**config.mk**
```make
export PLATFORM = sky130hd
export DESIGN_NAME = object_motion_change_detector_core
export DESIGN_NICKNAME = d
export VERILOG_FILES = /design/src/rtl/omcd_pkg.sv /design/src/rtl/omcd_ram.sv /design/src/rtl/object_motion_change_detector_core.sv
export SDC_FILE = /design/constraint.sdc
export NUM_CORES = 2
export LEC_CHECK = 0
export BUFFER_PORTS_ARGS = -buffer_cell sky130_fd_sc_hd__buf_4
export CAP_MARGIN = 20
export CORE_UTILIZATION = 45
export CTS_CLUSTER_SIZE = 16
export DETAILED_ROUTE_END_ITERATION = 10
export PLACE_DENSITY = 0.66
export SETUP_SLACK_MARGIN = 0.05
export SYNTH_ARGS = -nofsm -noshare
export SYNTH_HDL_FRONTEND = slang
export SYNTH_HIERARCHICAL = 1
export SYNTH_SLANG_ARGS = --single-unit
```
**constraint.sdc**
```tcl
create_clock -name clk -period 23.2 [get_ports clk]
set_input_delay 5.8 -clock clk [delete_from_list [all_inputs] [get_ports clk]]
set_output_delay 5.8 -clock clk [all_outputs]
set_load 0.01 [all_outputs]
```
**src/rtl/omcd_pkg.sv**
```systemverilog
// omcd_pkg: shared constants, types and register codes of the object motion change detector
// no dependencies; used by the core top level and its testbench
package omcd_pkg;

	localparam int OBJECT_COUNT = 16;
	localparam int OBJ_AW       = (OBJECT_COUNT > 1) ? $clog2(OBJECT_COUNT) : 1;

	localparam int IDX_W    = 4;
	localparam int POS_W    = 16;
	localparam int ORIENT_W = 17;
	localparam int DIST2_W  = 34;
	localparam int ADELTA_W = 18;
	localparam int HDELTA_W = 17;

	localparam int CFG_AW = 4;
	localparam int CFG_DW = 32;

	localparam logic [15:0] DIST_THR_RESET     = 16'd100;
	localparam logic [15:0] HEIGHT_THR_RESET   = 16'd70;
	localparam logic [16:0] ANGLE_THR_RESET    = 17'd6000;
	localparam logic [15:0] HEIGHT_NOISE_RESET = 16'd0;
	localparam logic [31:0] DIST_THR_SQ_RESET  = 32'd10000;

	typedef enum logic [1:0] {
		REG_DIST_THR     = 2'd0,
		REG_HEIGHT_THR   = 2'd1,
		REG_ANGLE_THR    = 2'd2,
		REG_HEIGHT_NOISE = 2'd3
	} reg_idx_t;

	typedef struct packed {
		logic signed [POS_W-1:0]    x;
		logic signed [POS_W-1:0]    y;
		logic signed [POS_W-1:0]    z;
		logic signed [ORIENT_W-1:0] o;
	} pose_t;

	typedef struct packed {
		pose_t                   pose;
		logic signed [POS_W-1:0] prev_z;
	} entry_t;

	localparam int ENTRY_W = $bits(entry_t);

endpackage

```
**src/rtl/omcd_ram.sv**
```systemverilog
// omcd_ram: generic single-write, single-read synchronous ram with registered read data
// no dependencies
module omcd_ram #(
	parameter int WIDTH = 8,
	parameter int DEPTH = 16
) (
	input  logic                                         clk,
	input  logic                                         wr_en,
	input  logic [((DEPTH > 1) ? $clog2(DEPTH) : 1)-1:0] wr_addr,
	input  logic [WIDTH-1:0]                             wr_data,
	input  logic                                         rd_en,
	input  logic [((DEPTH > 1) ? $clog2(DEPTH) : 1)-1:0] rd_addr,
	output logic [WIDTH-1:0]                             rd_data
);

	logic [WIDTH-1:0] mem_q [DEPTH];

	always_ff @(posedge clk) begin
		if (wr_en) begin
			mem_q[wr_addr] <= wr_data;
		end
	end

	// read returns the old contents on a same-address write
	always_ff @(posedge clk) begin
		if (rd_en) begin
			rd_data <= mem_q[rd_addr];
		end
	end

endmodule

```
**src/rtl/object_motion_change_detector_core.sv**
```systemverilog
// object_motion_change_detector_core: per-object pose change detector, top level
// depends on omcd_pkg and omcd_ram (per-object pose and previous height store)
//
// channel   direction  handshake                  payload
// apb cfg   in/out     psel penable pwrite pready paddr pwdata prdata
// sample    in         in_valid / in_stall        object_index pos_x pos_y pos_z orientation
// result    out        out_valid / out_stall      visible position_changed distance_squared
//                                                 angle_changed angle_delta height_changed
//                                                 height_delta
//
// one transaction per cycle sustained while out_stall is low; each sample passes the ram read
// stage, then the difference, square and sum/compare output registers
// reset loads the config register defaults and clears the per-object seen / visible flags;
// ram contents need no clearing since they are read only behind those flags
// out_stall backs up through the four stages; in_stall rises only when all are full
module object_motion_change_detector_core (
	input  logic                                 clk,
	input  logic                                 arst_n,

	input  logic                                 psel,
	input  logic                                 penable,
	input  logic                                 pwrite,
	input  logic [omcd_pkg::CFG_AW-1:0]          paddr,
	input  logic [omcd_pkg::CFG_DW-1:0]          pwdata,
	output logic [omcd_pkg::CFG_DW-1:0]          prdata,
	output logic                                 pready,

	input  logic                                 in_valid,
	output logic                                 in_stall,
	input  logic [omcd_pkg::IDX_W-1:0]           object_index,
	input  logic signed [omcd_pkg::POS_W-1:0]    pos_x,
	input  logic signed [omcd_pkg::POS_W-1:0]    pos_y,
	input  logic signed [omcd_pkg::POS_W-1:0]    pos_z,
	input  logic signed [omcd_pkg::ORIENT_W-1:0] orientation,

	output logic                                 out_valid,
	input  logic                                 out_stall,
	output logic                                 visible,
	output logic                                 position_changed,
	output logic [omcd_pkg::DIST2_W-1:0]         distance_squared,
	output logic                                 angle_changed,
	output logic signed [omcd_pkg::ADELTA_W-1:0] angle_delta,
	output logic                                 height_changed,
	output logic [omcd_pkg::HDELTA_W-1:0]        height_delta
);

	localparam int AW = omcd_pkg::OBJ_AW;

	// ------------------------------------------------------------------
	// configuration registers
	// ------------------------------------------------------------------
	logic [15:0]          dist_thr_q;
	logic [15:0]          height_thr_q;
	logic [16:0]          angle_thr_q;
	logic [15:0]          height_noise_q;
	logic [31:0]          dist_thr_sq_q;
	logic                 cfg_wr;
	omcd_pkg::reg_idx_t   cfg_idx;

	assign pready  = 1'b1;
	assign cfg_wr  = psel && penable && pwrite;
	assign cfg_idx = omcd_pkg::reg_idx_t'(paddr[3:2]);

	always_ff @(posedge clk or negedge arst_n) begin
		if (!arst_n) begin
			dist_thr_q     <= omcd_pkg::DIST_THR_RESET;
			height_thr_q   <= omcd_pkg::HEIGHT_THR_RESET;
			angle_thr_q    <= omcd_pkg::ANGLE_THR_RESET;
			height_noise_q <= omcd_pkg::HEIGHT_NOISE_RESET;
		end else if (cfg_wr) begin
			unique case (cfg_idx)
				omcd_pkg::REG_DIST_THR:     dist_thr_q     <= pwdata[15:0];
				omcd_pkg::REG_HEIGHT_THR:   height_thr_q   <= pwdata[15:0];
				omcd_pkg::REG_ANGLE_THR:    angle_thr_q    <= pwdata[16:0];
				omcd_pkg::REG_HEIGHT_NOISE: height_noise_q <= pwdata[15:0];
				default: ;
			endcase
		end
	end

	// squared threshold follows the register in the next cycle, before any sample accepted
	// since the write reaches the compare
	always_ff @(posedge clk or negedge arst_n) begin
		if (!arst_n) begin
			dist_thr_sq_q <= omcd_pkg::DIST_THR_SQ_RESET;
		end else begin
			dist_thr_sq_q <= dist_thr_q * dist_thr_q;
		end
	end

	always_comb begin
		unique case (cfg_idx)
			omcd_pkg::REG_DIST_THR:     prdata = 32'(dist_thr_q);
			omcd_pkg::REG_HEIGHT_THR:   prdata = 32'(height_thr_q);
			omcd_pkg::REG_ANGLE_THR:    prdata = 32'(angle_thr_q);
			omcd_pkg::REG_HEIGHT_NOISE: prdata = 32'(height_noise_q);
			default:                    prdata = '0;
		endcase
	end

	// ------------------------------------------------------------------
	// pipeline flow control: each stage loads when empty or moving on
	// ------------------------------------------------------------------
	logic v1_s1, v2_s2, v3_s3, out_valid_q;
	logic en1, en2, en3, en_o;
	logic accept;

	assign en_o     = !out_valid_q || !out_stall;
	assign en3      = !v3_s3 || en_o;
	assign en2      = !v2_s2 || en3;
	assign en1      = !v1_s1 || en2;
	assign in_stall = !en1;
	assign accept   = in_valid && en1;

	// ------------------------------------------------------------------
	// stage 1: sample registered while the ram reads its entry
	// ------------------------------------------------------------------
	logic [omcd_pkg::IDX_W-1:0]           idx_s1;
	logic signed [omcd_pkg::POS_W-1:0]    x_s1, y_s1, z_s1;
	logic signed [omcd_pkg::ORIENT_W-1:0] o_s1;
	logic                                 inr_s1;
	logic                                 fwd_hit_s1;
	omcd_pkg::entry_t                     fwd_s1;

	logic                                 wr_en;
	logic [AW-1:0]                        wr_addr;
	omcd_pkg::entry_t                     wr_entry;
	logic [omcd_pkg::ENTRY_W-1:0]         rd_raw;
	logic [AW-1:0]                        rd_addr;

	assign rd_addr = AW'(object_index);

	always_ff @(posedge clk or negedge arst_n) begin
		if (!arst_n) begin
			v1_s1 <= 1'b0;
		end else if (en1) begin
			v1_s1 <= accept;
		end
	end

	always_ff @(posedge clk) begin
		if (accept) begin
			idx_s1     <= object_index;
			x_s1       <= pos_x;
			y_s1       <= pos_y;
			z_s1       <= pos_z;
			o_s1       <= orientation;
			inr_s1     <= int'(object_index) < omcd_pkg::OBJECT_COUNT;
			// the entry may be written back at the very edge it is read
			fwd_hit_s1 <= wr_en && (wr_addr == rd_addr);
			fwd_s1     <= wr_entry;
		end
	end

	omcd_ram #(
		.WIDTH(omcd_pkg::ENTRY_W),
		.DEPTH(omcd_pkg::OBJECT_COUNT)
	) u_state_ram (
		.clk    (clk),
		.wr_en  (wr_en),
		.wr_addr(wr_addr),
		.wr_data(wr_entry),
		.rd_en  (accept),
		.rd_addr(rd_addr),
		.rd_data(rd_raw)
	);

	// per-object flags live in flops so reset clears them at once
	logic [omcd_pkg::OBJECT_COUNT-1:0] seen_q;
	logic [omcd_pkg::OBJECT_COUNT-1:0] has_vis_q;

	omcd_pkg::entry_t                     ent_s1;
	logic                                 vis_s1;
	logic                                 seen_s1, has_vis_s1;
	logic                                 use_pose_s1, use_h_s1;
	logic signed [omcd_pkg::POS_W:0]      dx_s1, dy_s1, dz_s1, dh_s1;
	logic signed [omcd_pkg::ADELTA_W-1:0] da_s1;
	logic [15:0]                          adx_s1, ady_s1, adz_s1, adh_s1;
	logic [16:0]                          ada_s1;
	logic [16:0]                          hd_s1;

	assign wr_addr = AW'(idx_s1);

	always_comb begin
		ent_s1      = fwd_hit_s1 ? fwd_s1 : omcd_pkg::entry_t'(rd_raw);
		vis_s1      = (x_s1 != '0) || (y_s1 != '0) || (z_s1 != '0) || (o_s1 != '0);
		seen_s1     = seen_q[wr_addr];
		has_vis_s1  = has_vis_q[wr_addr];
		use_h_s1    = inr_s1 && seen_s1;
		use_pose_s1 = use_h_s1 && has_vis_s1 && vis_s1;

		dx_s1  = {x_s1[15], x_s1} - {ent_s1.pose.x[15], ent_s1.pose.x};
		dy_s1  = {y_s1[15], y_s1} - {ent_s1.pose.y[15], ent_s1.pose.y};
		dz_s1  = {z_s1[15], z_s1} - {ent_s1.pose.z[15], ent_s1.pose.z};
		dh_s1  = {z_s1[15], z_s1} - {ent_s1.prev_z[15], ent_s1.prev_z};
		da_s1  = {o_s1[16], o_s1} - {ent_s1.pose.o[16], ent_s1.pose.o};

		adx_s1 = dx_s1[16] ? 16'(-dx_s1) : dx_s1[15:0];
		ady_s1 = dy_s1[16] ? 16'(-dy_s1) : dy_s1[15:0];
		adz_s1 = dz_s1[16] ? 16'(-dz_s1) : dz_s1[15:0];
		adh_s1 = dh_s1[16] ? 16'(-dh_s1) : dh_s1[15:0];
		ada_s1 = da_s1[17] ? 17'(-da_s1) : da_s1[16:0];

		// cannot exceed 17 bits, so no saturation is needed
		hd_s1  = {1'b0, adh_s1} + {1'b0, height_noise_q};

		// write-back: pose only moves on a visible sample, height always
		wr_en           = v1_s1 && en2 && inr_s1;
		wr_entry.pose   = vis_s1 ? omcd_pkg::pose_t'{x: x_s1, y: y_s1, z: z_s1, o: o_s1}
		                         : ent_s1.pose;
		wr_entry.prev_z = z_s1;
	end

	always_ff @(posedge clk or negedge arst_n) begin
		if (!arst_n) begin
			seen_q    <= '0;
			has_vis_q <= '0;
		end else if (wr_en) begin
			seen_q[wr_addr] <= 1'b1;
			if (vis_s1) begin
				has_vis_q[wr_addr] <= 1'b1;
			end
		end
	end

	// ------------------------------------------------------------------
	// stage 2: absolute differences
	// ------------------------------------------------------------------
	logic                                 vis_s2, use_pose_s2, use_h_s2;
	logic [15:0]                          adx_s2, ady_s2, adz_s2;
	logic signed [omcd_pkg::ADELTA_W-1:0] da_s2;
	logic [16:0]                          ada_s2;
	logic [16:0]                          hd_s2;

	always_ff @(posedge clk or negedge arst_n) begin
		if (!arst_n) begin
			v2_s2 <= 1'b0;
		end else if (en2) begin
			v2_s2 <= v1_s1;
		end
	end

	always_ff @(posedge clk) begin
		if (en2 && v1_s1) begin
			vis_s2      <= vis_s1;
			use_pose_s2 <= use_pose_s1;
			use_h_s2    <= use_h_s1;
			adx_s2      <= adx_s1;
			ady_s2      <= ady_s1;
			adz_s2      <= adz_s1;
			da_s2       <= da_s1;
			ada_s2      <= ada_s1;
			hd_s2       <= hd_s1;
		end
	end

	// ------------------------------------------------------------------
	// stage 3: squares and the angle / height compares
	// ------------------------------------------------------------------
	logic                                 vis_s3, use_pose_s3;
	logic [31:0]                          sqx_s3, sqy_s3, sqz_s3;
	logic                                 angle_chg_s3, height_chg_s3;
	logic signed [omcd_pkg::ADELTA_W-1:0] da_s3;
	logic [16:0]                          hd_s3;

	always_ff @(posedge clk or negedge arst_n) begin
		if (!arst_n) begin
			v3_s3 <= 1'b0;
		end else if (en3) begin
			v3_s3 <= v2_s2;
		end
	end

	always_ff @(posedge clk) begin
		if (en3 && v2_s2) begin
			vis_s3        <= vis_s2;
			use_pose_s3   <= use_pose_s2;
			sqx_s3        <= adx_s2 * adx_s2;
			sqy_s3        <= ady_s2 * ady_s2;
			sqz_s3        <= adz_s2 * adz_s2;
			angle_chg_s3  <= use_pose_s2 && (ada_s2 >= angle_thr_q);
			da_s3         <= use_pose_s2 ? da_s2 : '0;
			height_chg_s3 <= use_h_s2 && (hd_s2 >= {1'b0, height_thr_q});
			hd_s3         <= use_h_s2 ? hd_s2 : '0;
		end
	end

	// ------------------------------------------------------------------
	// output register: distance sum and threshold compare
	// ------------------------------------------------------------------
	logic [omcd_pkg::DIST2_W-1:0]         d2_s3;
	logic                                 visible_q, pos_chg_q, angle_chg_q, height_chg_q;
	logic [omcd_pkg::DIST2_W-1:0]         dist2_q;
	logic signed [omcd_pkg::ADELTA_W-1:0] da_q;
	logic [omcd_pkg::HDELTA_W-1:0]        hd_q;

	assign d2_s3 = 34'(sqx_s3) + 34'(sqy_s3) + 34'(sqz_s3);

	always_ff @(posedge clk or negedge arst_n) begin
		if (!arst_n) begin
			out_valid_q <= 1'b0;
		end else if (en_o) begin
			out_valid_q <= v3_s3;
		end
	end

	always_ff @(posedge clk) begin
		if (en_o && v3_s3) begin
			visible_q    <= vis_s3;
			pos_chg_q    <= use_pose_s3 && (d2_s3 >= 34'(dist_thr_sq_q));
			dist2_q      <= use_pose_s3 ? d2_s3 : '0;
			angle_chg_q  <= angle_chg_s3;
			da_q         <= da_s3;
			height_chg_q <= height_chg_s3;
			hd_q         <= hd_s3;
		end
	end

	assign out_valid        = out_valid_q;
	assign visible          = visible_q;
	assign position_changed = pos_chg_q;
	assign distance_squared = dist2_q;
	assign angle_changed    = angle_chg_q;
	assign angle_delta      = da_q;
	assign height_changed   = height_chg_q;
	assign height_delta     = hd_q;

	// ------------------------------------------------------------------
	// assertions
	// ------------------------------------------------------------------
	a_write_sets_seen: assert property (@(posedge clk) disable iff (!arst_n)
		wr_en |=> seen_q[$past(wr_addr)])
		else $error("write-back did not mark the object as seen");

	a_visible_implies_seen: assert property (@(posedge clk) disable iff (!arst_n)
		v1_s1 && has_vis_q[wr_addr] |-> seen_q[wr_addr])
		else $error("object has a stored pose but is not marked seen");

	a_invisible_no_pose: assert property (@(posedge clk) disable iff (!arst_n)
		out_valid_q && !visible_q |-> !pos_chg_q && !angle_chg_q && (dist2_q == '0)
			&& (da_q == '0))
		else $error("invisible sample reported a pose change");

	a_stall_only_when_full: assert property (@(posedge clk) disable iff (!arst_n)
		in_stall |-> v1_s1 && v2_s2 && v3_s3 && out_valid_q)
		else $error("input stalled with an empty stage");

endmodule

```
==> flow_metrics.py <==
metrics = {
    "yosys": {
        "netlist_area_um2": 110000,
        "synth_seq_area_share_pct": 53.1,
        "synth_cell_types": 82,
        "synth.most_common_cell": "edfxtp_1",
        "avgSynthCellArea_um2": 14.2,
        "synth_top_cells_by_count": "1,835 x edfxtp_1, 1,142 x inv_1, 688 x fa_1",
        "ys_top_cells_by_area": "edfxtp_1 50%, fa_1 13%, mux4_2 7.2%",
        "synth_edf_count": 1835,
        "ys_warn_count": 6,
        "syn-instance-count": 7721,
        "ys_ff_latch": 1967,
        "synth_top_cell_area_share_pct": 50.1,
        "synthArstFlopShare_pct": 6.71,
        "synth_top_cell_by_area": "edfxtp_1",
        "ys.flop_type": "edfxtp_1",
    },
    "floorplanning": {
        "die_area_um2": 246000,
        "start_util_pct": 45.2,
        "fp.dieW_um": 496,
        "boundaryPins": 220,
        "core_um2": 243000,
        "row_count": 181,
        "die_h_um": 496,
    },
    "route": {
        "drt_wl_total_um": 262000,
        "vias": 63439,
        "wire_per_inst_um": 23.1,
        "route.detailed.drc": 0,
        "vias_per_cell": 5.58,
        "drtAntennaViolNets": 0,
        "dr.pass1.iters": 5,
        "drt_iter0_drc": 5351,
    },
    "worst_setup_path": {
        "r2r_start": "adz_s2[3]$_DFFE_PP_",
        "r2r_end": "sqz_s3[28]$_DFFE_PP_",
        "required_ns": 17.40,
        "critPathBufInv": 2,
        "r2r_setup_slack_ns": 15.78,
        "worstPathArrival_ns": 7.01,
        "crit_path_frequent_cell": "buf_4",
        "path_cells": "buf_4 -> mux4_2 -> buf_4",
        "ff2ff_path_depth": 22,
        "critPathLaunchType": "input port",
        "cp-end-kind": "primary output",
        "slowest_stage": "mux4_2",
        "worstSetupPathType": "in2out",
        "cp_max_fo": 21,
        "critPathTopFamily": "multiplexers",
        "cpPeakStageDelay_ns": 0.67,
    },
    "clock_network": {
        "ctsResizeCount": 0,
        "insertion_delay_ns": 0.88,
        "clockBufferDepth": 3,
        "cts_max_level": 4,
        "root_buffer": "clkbuf_16",
        "cts_sinks": 1967,
        "cts_buffers": 189,
        "cts_tree": "built",
        "path_clk_slew_ns": 0.06,
        "cts_hold_buf": 0,
        "cts_setup_buffers": 0,
    },
    "timing": {
        "rsz0062_at_grt": "false",
        "clock_skew_ns": 0.0943,
        "slew_violations": 0,
        "fin_crit_sh_pct": 55.2,
        "finalHoldViolations": 0,
        "clock.fmax_ghz": 0.0780,
        "setup-tns-final_ns": 0,
        "worstMarginPinSlew_ns": 1.13,
        "fin_crit_ns": 12.81,
        "final-setup-viol-count": 0,
        "maxSlewHeadroom_pct": 24.4,
    },
    "grt": {
        "use_met2_pct": 35.6,
        "grt_pass1_wl_um": 399000,
        "gr-usage-met1_pct": 29.7,
        "grt_max_degree": 129,
        "grt_use_total_pct": 21.5,
        "antenna_found_initial": 18,
        "use_met3_pct": 3.25,
        "overflow": 0,
        "grt_busiest_layer": "met2",
        "grt_pass1_vias": 65568,
    },
    "layout": {
        "seq_area_um2": 58400,
        "fin_nets": 9398,
        "n_fill_cell": 20228,
        "multiInputGateArea_um2": 46300,
        "syn2layout_area_growth_pct": 10.9,
        "final_layout_size_suffix_gt1_share_pct": 13.3,
    },
    "hold_path": {
        "min-delay-path-class": "reg2reg",
        "min_to": "height_delta[2]$_DFFE_PP_",
        "hold_start": "hd_s3[2]$_SDFFCE_PN0P_",
        "whs_path_depth": 0,
    },
    "status": {
        "outcome": "finished, final reports clean",
    },
    "flow_run": {
        "maxCapViolations": 0,
    },
    "placement": {
        "dp_hpwl_um": 176000,
        "globalplace.congestion": 0.876,
        "numPortBuffers": 186,
    },
}
kinds of logic after synthesis:
kind of cell,Yosys count,synth area share [%]
mux,484,8.44
buf+inv,1390,4.93
xor+xnor,296,2.36
compound gates,946,5.86
fa+ha+maj,1282,19.3
flops,1967,53.1
other cells,2,0.00683
simple gates,1354,5.97
how the worst max path moves through the flow:
stage / startpoint / to / slack [ns] / cells past startpoint
finish: paddr[2] / prdata[6] / 10.39 / 3
global route: paddr[2] / prdata[6] / 10.36 / 3
CTS: paddr[2] / prdata[6] / 10.41 / 3
detailed placement: paddr[2] / prdata[6] / 10.41 / 3
global placement: paddr[2] / prdata[6] / 10.41 / 3
floorplan: out_stall / u_state_ram/mem_q[0][0]$_DFFE_PP_ / 8.31 / 6
per-stage QoR:
step,utilization [%],std cells,setup slack [ns],area (um2),hold slack (ns)
after CTS,50.0,11326,10.41,122000,0.418
after global routing,50.2,11364,10.36,122000,0.414
after floorplan,-,7736,8.31,110000,0.393
after detailed placement,47.4,10977,10.41,115000,0.405
final,50.2,11370,10.39,122000,0.417
after global placement,47.4,10974,10.41,115000,0.406
cell usage in the layout, fill, tap and decap left out, drive strengths merged, types with 18 or more instances in the layout:
cell       n
buf      325
edfxtp  1835
o21ai    142
clkbuf   236
nor3      76
a211oi    30
o31ai     20
and2     235
mux2      48
a21oi    189
nor2b     49
a22oi    167
nand3     49
dfstp     18
nor4      29
nand2b    32
o21bai    98
nor2     234
mux2i     86
or2       26
mux4     350
xnor2    201
dfrtp    114
or3       23
clkinv    82
xor2      95
a31oi     30
o21a      45
ha       594
fa       688
a21o      96
inv     1155
nand2    501
and3      33
nand4     25
worst register-to-register path, cell delays in order (launching register included):
cell,delay (ns)
edfxtp_1,0.70
inv_1,0.32
nor2_1,0.35
ha_1,0.32
xor2_1,0.20
fa_1,0.55
inv_1,0.05
fa_1,0.49
fa_1,0.47
fa_1,0.52
inv_1,0.05
fa_1,0.47
inv_1,0.05
ha_1,0.38
and3_1,0.25
nor3b_1,0.26
and2_1,0.16
a21oi_1,0.05
a21oi_1,0.18
o21ai_0,0.12
a21oi_1,0.31
nor2_1,0.12
o311ai_0,0.73
layout make-up:
cell class              count  area share (%)
well taps                3202            3.29
clock buffers             236            4.08
inverters                1142            3.52
diodes                      6          0.0123
repair buffers            325            2.08
flip-flops and latches   1967            47.9
clock inverters           113            1.09
multi-input cells        4379            38.0
sequential cells by signal, indices dropped and copies added, names as in the netlist, 17 cells and up:
signal               flops
fwd_s1                  81
o_s1                    17
sqz_s3                  31
da_s2                   18
u_state_ram/mem_q     1296
hd_s2                   17
angle_thr_q             17
sqx_s3                  31
sqy_s3                  31
u_state_ram/rd_data     81
angle_delta             18
distance_squared        34
da_s3                   18
hd_s3                   17
dist_thr_sq_q           31
height_delta            17
per-layer routing:
metal | part of all wire [%] | up-vias | routed length, um
met3 | 7.5 | 366 | 19600
met1 | 42 | 32692 | 109000
met4 | 2.5 | 2 | 6480
met5 | 0.0038 | - | 10
met2 | 48 | 2300 | 127000
li1 | - | 28079 | -
Power is not shown: default switching activity piles up to over one toggle a cycle in this logic, so the estimate is an artifact.
